--- src/fpm_pkg.sv ---
// fpm_pkg: shared constants and types for the binary32 multiplier
// no dependencies
package fpm_pkg;

  localparam logic [31:0] SIGN_BIT    = 32'h8000_0000;
  localparam logic [31:0] INF_BITS    = 32'h7f80_0000;
  localparam logic [31:0] DEFAULT_NAN = 32'hffc0_0000;
  localparam logic [31:0] QUIET_BIT   = 32'h0040_0000;
  localparam int          EXP_BIAS    = 127;
  localparam int          FRAC_BITS   = 23;
  localparam logic [4:0]  MAX_DENORM  = 5'd25;

  // classification and unpacked operands passed from front end to back end
  typedef struct packed {
    logic        special;   // result fully decided by special-case logic
    logic [31:0] spec_val;
    logic [31:0] sign;
    logic [23:0] ma;
    logic [23:0] mb;
    logic signed [9:0] xsum;  // xa + xb - bias
  } fpm_front_t;

endpackage

--- src/fpm_unpack.sv ---
// fpm_unpack: special-case detection and operand normalization
// depends on fpm_pkg
module fpm_unpack (
  input  logic [31:0]        a,
  input  logic [31:0]        b,
  output fpm_pkg::fpm_front_t front
);

  logic [30:0] mag_a, mag_b;
  logic [7:0]  ea, eb;
  logic [23:0] ma, mb;
  logic [4:0]  ka, kb;
  logic [31:0] sgn;

  function automatic logic [4:0] lzc24(input logic [23:0] v);
    logic [4:0] n;
    n = 5'd24;
    for (int i = 0; i < 24; i++) begin
      if (v[i]) n = 5'(23 - i);
    end
    return n;
  endfunction

  always_comb begin
    mag_a = a[30:0];
    mag_b = b[30:0];
    ea = a[30:23];
    eb = b[30:23];
    sgn = (a ^ b) & fpm_pkg::SIGN_BIT;
    ka = lzc24({1'b0, a[22:0]});
    kb = lzc24({1'b0, b[22:0]});
    ma = (ea != 8'd0) ? {1'b1, a[22:0]} : ({1'b0, a[22:0]} << ka);
    mb = (eb != 8'd0) ? {1'b1, b[22:0]} : ({1'b0, b[22:0]} << kb);
    front.sign = sgn;
    front.ma = ma;
    front.mb = mb;
    front.xsum = ((ea != 8'd0) ? $signed({2'b00, ea}) : (10'sd1 - $signed({5'd0, ka})))
               + ((eb != 8'd0) ? $signed({2'b00, eb}) : (10'sd1 - $signed({5'd0, kb})))
               - 10'sd127;
    front.special = 1'b1;
    priority if ({1'b0, mag_a} > fpm_pkg::INF_BITS)
      front.spec_val = a | fpm_pkg::QUIET_BIT;
    else if ({1'b0, mag_b} > fpm_pkg::INF_BITS)
      front.spec_val = b | fpm_pkg::QUIET_BIT;
    else if (mag_a == 31'd0)
      front.spec_val = (eb == 8'hff) ? fpm_pkg::DEFAULT_NAN : sgn;
    else if (mag_b == 31'd0)
      front.spec_val = (ea == 8'hff) ? fpm_pkg::DEFAULT_NAN : sgn;
    else if ({1'b0, mag_a} == fpm_pkg::INF_BITS || {1'b0, mag_b} == fpm_pkg::INF_BITS)
      front.spec_val = sgn | fpm_pkg::INF_BITS;
    else begin
      front.spec_val = 32'd0;
      front.special = 1'b0;
    end
  end

endmodule

--- src/fpm_round.sv ---
// fpm_round: normalization, denormalization and round to nearest even
// depends on fpm_pkg
module fpm_round (
  input  logic [47:0]        prod,
  input  logic signed [9:0]  xsum,
  input  logic [31:0]        sign,
  output logic [31:0]        result
);

  logic [31:0] hi, lo, lo2, hi2, r;
  logic signed [9:0] x;
  logic [4:0]  sh;
  logic [63:0] p;
  logic [63:0] ext;

  function automatic logic rinc(input logic [31:0] h, input logic [31:0] l);
    return (l == 32'h8000_0000) ? h[0] : l[31];
  endfunction

  always_comb begin
    p = {8'd0, prod, 8'd0};
    hi = p[63:32];
    lo = p[31:0];
    x = xsum;
    if (hi < 32'h0080_0000) begin
      hi = {hi[30:0], lo[31]};
      lo = {lo[30:0], 1'b0};
      x = x - 10'sd1;
    end
    sh = 5'd0;
    ext = 64'd0;
    hi2 = hi;
    lo2 = lo;
    r = 32'd0;
    if (x >= 10'sd0 && x <= 10'sd253) begin
      r = {x[8:0], 23'd0} + sign + hi;
      result = r + {31'd0, rinc(hi, lo)};
    end else if (x > 10'sd253) begin
      result = sign | fpm_pkg::INF_BITS;
    end else begin
      sh = ((-x) > 10'sd25) ? fpm_pkg::MAX_DENORM : 5'((-x));
      ext = {hi, 32'd0} >> sh;
      lo2 = ext[31:0] | {31'd0, (lo != 32'd0)};
      hi2 = hi >> sh;
      r = hi2 + sign;
      result = r + {31'd0, rinc(hi2, lo2)};
    end
  end

endmodule

--- src/fp32_multiply.sv ---
// fp32_multiply: binary32 multiplier, round to nearest even
// registers: the input register, then the result register, lie between input transaction and result
// throughput: one transaction per cycle unless the output stalls; the 24x24 significand multiply sets the path
// reset: rst_n synchronous active low clears the valid bits; payload is not reset
// depends on fpm_pkg, fpm_unpack, fpm_round
module fp32_multiply (
  input  logic        clk,
  input  logic        rst_n,
  input  logic        in_tvalid,
  output logic        in_tready,
  input  logic [63:0] in_tdata,   // [31:0] operand_a, [63:32] operand_b
  output logic        out_tvalid,
  input  logic        out_tready,
  output logic [31:0] out_tdata   // [31:0] product
);

  // pipeline advances whenever the result slot is free or being drained
  logic                s1_valid_r, out_valid_r;
  logic [31:0]         a_r, b_r;
  logic [31:0]         res_r, res_nxt;
  logic                adv;
  fpm_pkg::fpm_front_t front;
  logic [47:0]         prod;
  logic [31:0]         rounded;

  assign adv       = !out_valid_r || out_tready;
  assign in_tready = adv;

  always_ff @(posedge clk) begin
    if (!rst_n) begin
      s1_valid_r  <= 1'b0;
      out_valid_r <= 1'b0;
    end else if (adv) begin
      s1_valid_r  <= in_tvalid;
      out_valid_r <= s1_valid_r;
    end
  end

  // operand register
  always_ff @(posedge clk) begin
    if (adv && in_tvalid) begin
      a_r <= in_tdata[31:0];
      b_r <= in_tdata[63:32];
    end
  end

  fpm_unpack u_unpack (.a(a_r), .b(b_r), .front(front));

  // single 24x24 significand product
  assign prod = front.ma * front.mb;

  fpm_round u_round (.prod(prod), .xsum(front.xsum), .sign(front.sign), .result(rounded));

  assign res_nxt = front.special ? front.spec_val : rounded;

  // result register
  always_ff @(posedge clk) begin
    if (adv && s1_valid_r) res_r <= res_nxt;
  end

  assign out_tvalid = out_valid_r;
  assign out_tdata  = res_r;

  // a stalled result must hold its value
  assert property (@(posedge clk) disable iff (!rst_n)
    out_tvalid && !out_tready |=> out_tvalid && $stable(out_tdata))
    else $error("stalled result changed");

  // accepted transaction reaches output stage through the operand and result registers when not stalled
  assert property (@(posedge clk) disable iff (!rst_n)
    in_tvalid && in_tready ##1 in_tready |=> out_tvalid)
    else $error("result lost in pipeline");

  // ready only drops while a result is pending
  assert property (@(posedge clk) disable iff (!rst_n)
    !in_tready |-> out_tvalid)
    else $error("stalled without pending result");

endmodule
--- config.mk ---
export PLATFORM = sky130hd
export DESIGN_NAME = fp32_multiply
export DESIGN_NICKNAME = d
export VERILOG_FILES = /design/src/fpm_pkg.sv /design/src/fpm_unpack.sv /design/src/fpm_round.sv /design/src/fp32_multiply.sv
export SDC_FILE = /design/constraint.sdc
export NUM_CORES = 2
export LEC_CHECK = 0
export BUFFER_PORTS_ARGS = -buffer_cell sky130_fd_sc_hd__buf_2
export CAP_MARGIN = 20
export CORE_UTILIZATION = 45
export DETAILED_ROUTE_END_ITERATION = 10
export SKIP_LAST_GASP = 1
export SYNTH_ARGS = -nofsm -noshare
export SYNTH_HDL_FRONTEND = slang
export SYNTH_HIERARCHICAL = 1
export SYNTH_SLANG_ARGS = --single-unit
--- constraint.sdc ---
create_clock -name clk -period 33.9 [get_ports clk]
set_input_delay 8.475 -clock clk [delete_from_list [all_inputs] [get_ports clk]]
set_output_delay 8.475 -clock clk [all_outputs]
set_load 0.02 [all_outputs]
==> results.txt <==
hold-fix buffers at CTS: 0
Final Non-Filler Cells: 4909
Nets: 4779
worst slew pin tran: 0.9907 ns
CP Max Fanout: 45
Synth cell types: 113
worst hold path type: reg -> reg
Avg Vias per Cell: 5.759
core area: 73210 µm²
synthesis-to-finish area growth: 5.158%
final RePlAce weighted congestion: 0.9734
Slew Viols, Final: 0
H-tree Lvls: 3
Max clock buf depth: 2
Slew Limit Headroom: 33.88%
Synth Warn #: 6
Port Buffers: 101
layout cells sized above 1: 8.635%
most frequent cells in the layout: inv_1 (626), fa_1 (488), nand2_1 (423)
Top Ports: 102
post-synthesis cell count: 3986
DR WL/cell: 21.22 µm
Required @ worst endpoint: 34.02 ns
CTS tree: yes
Die Y: 274.3 µm
max incr delay on CP: 0.63 ns
aggregate routed wire length: 104.2 mm
endpoints failing setup: 0
Synth area leaders: fa_1 (29%), ha_1 (10%), edfxtp_1 (8.6%)
R2R depth: 60
post-synth top area share: 29.29%
Post-Syn Area: 33360 µm²
Mapped Avg Cell Area: 8.369 µm²
Setup CP Type: reg -> reg
GRT Residual Overflow: 0
initial drt markers: 2546
leading area contributor after synthesis: fa_1
Worst EP arrival: 18.45 ns
routed via count: 28.27k
Clk Latency, worst-skew pair: 0.36 ns
final worst path period share: 54.07%
Post-DRT Antenna Nets: 0
TritonCTS buffer count: 9
initial core utilization: 45.57%
Root Buffer: clkbuf_16
ys async rst share: 0%
global-route wire length before repair: 163.8 mm
critical path endpoint category: flip-flop
crit path max-delay cell type: or4b_4
clock slew at reported path FFs: 0.08 ns
antenna violations before repair: 5
Post-route DRC: 0
hold path depth: 2
Die Span X: 274.3 µm
register area share after synthesis: 8.762%
Period minus WS final: 18.33 ns
vias in the first global route: 28.21k
post-cts repair resize count: 0
Post-CTS Setup Bufs: 0
RSZ-0062 raised after global routing: false
fillers: 7203
Hold Fails Final Rpt: 0
most common cell after layout, fill and taps aside: inv_1
Final Skew: 0.01103 ns
largest net degree at the start of global routing: 65
Setup TNS: 0 ns
FF-to-FF setup slack: 15.57 ns
Primary FF master, synth: edfxtp_1
Max Fclk: 54.56 MHz
TritonRoute pass-1 iters: 6
CTS Sinks: 98
area of the die: 75220 µm²
Post-DP HPWL: 81.21 mm
FP Rows: 99
Yosys reg bits: 98
Post-synth EDFFs: 96
crit path launch type: flip-flop
max_cap viols: 0
status: completed
Tot GR Track Use: 28.13%
Inst Count DP: 4891
-- through the flow --
| step | setup WS [ns] | instance area (µm²) | util [%] | hold slack, ns |
|---|---|---|---|---|
| floorplan | 16.69 | 33470 | - | 0.4429 |
| global placement | 15.95 | 34760 | 47.49 | 0.4566 |
| detailed placement | 15.88 | 34760 | 47.49 | 0.4698 |
| CTS | 15.79 | 35060 | 47.90 | 0.4805 |
| global route | 14.23 | 35080 | 47.92 | 0.5223 |
| finish | 15.57 | 35080 | 47.92 | 0.4754 |
-- registers in the layout (all words and copies together), names as in the netlist --
signal / cells
b_r: 32
out_tdata: 32
out_tvalid: 1
a_r: 32
s1_valid_r: 1
-- layout make-up --
| type | count | area [µm²] | area share (%) |
|---|---|---|---|
| Tap cell | 959 | 1200 | 3.421 |
| Clock buffer | 10 | 239.0 | 0.6813 |
| Multi-Input combinational cell | 3031 | 27220 | 77.61 |
| Inverter | 629 | 2361 | 6.731 |
| Clock inverter | 6 | 62.56 | 0.1783 |
| Antenna cell | 1 | 2.502 | 0.007134 |
| Timing Repair Buffer | 175 | 1065 | 3.035 |
| Sequential cell | 98 | 2923 | 8.332 |
-- path summary, 6_finish.rpt --
| path | from | to |
|---|---|---|
| worst max-delay path | b_r[7] | out_tdata[23] |
| worst min-delay path | s1_valid_r | out_tvalid |
| worst max register to register | b_r[7] | out_tdata[23] |
| worst min register to register | s1_valid_r | out_tvalid |
-- layer usage --
metal	track usage (%)	wire length [µm]	up-vias
met2	45.87	48360	1052
met4	7.792	2869	2
met5	0.7702	13	-
met1	38.85	45310	14068
li1	-	-	13005
met3	3.862	7640	144
-- Yosys cell counts (32+ instances only) --
cell / number
clkbuf_1: 183
buf_4: 33
nand2_1: 423
xnor2_1: 71
nor2_1: 215
and2_1: 320
a31oi_1: 32
xor2_1: 50
fa_1: 488
mux2i_1: 58
edfxtp_1: 96
ha_1: 279
a211oi_1: 63
nand3_1: 51
o21ai_0: 112
nand4_1: 32
mux2_2: 44
nor3_1: 56
a21o_1: 69
inv_1: 626
a21oi_1: 196
a22o_1: 33
-- critical path: cells and delay by family, from the launching register on --
family	cells	cell delay, ns
simple gates	13	4.36
mux	1	0.29
buf+inv	7	1.74
fa+ha+maj	9	4.57
flops	1	0.56
xor+xnor	2	0.32
compound gates	28	6.15
-- logic make-up (layout without fill, tap and decap cells) --
logic type               after synthesis  count (layout)  share of synthesized area [%]
adder cells (fa/ha/maj)              767             767                          39.75
multiplexers                         106             106                          3.436
AO/OA/AOI/OAI                        758             758                          15.48
AND/OR/NAND/NOR                     1247            1247                          18.46
flip-flops                            98              98                          8.762
XOR/XNOR                             122             122                          3.260
buffers and inverters                887             820                          10.84
other                                  1              32                        0.01124
Power is left out: the tool's default activity adds up to more than one toggle a clock period on the data nets, which glitch-free logic cannot reach.
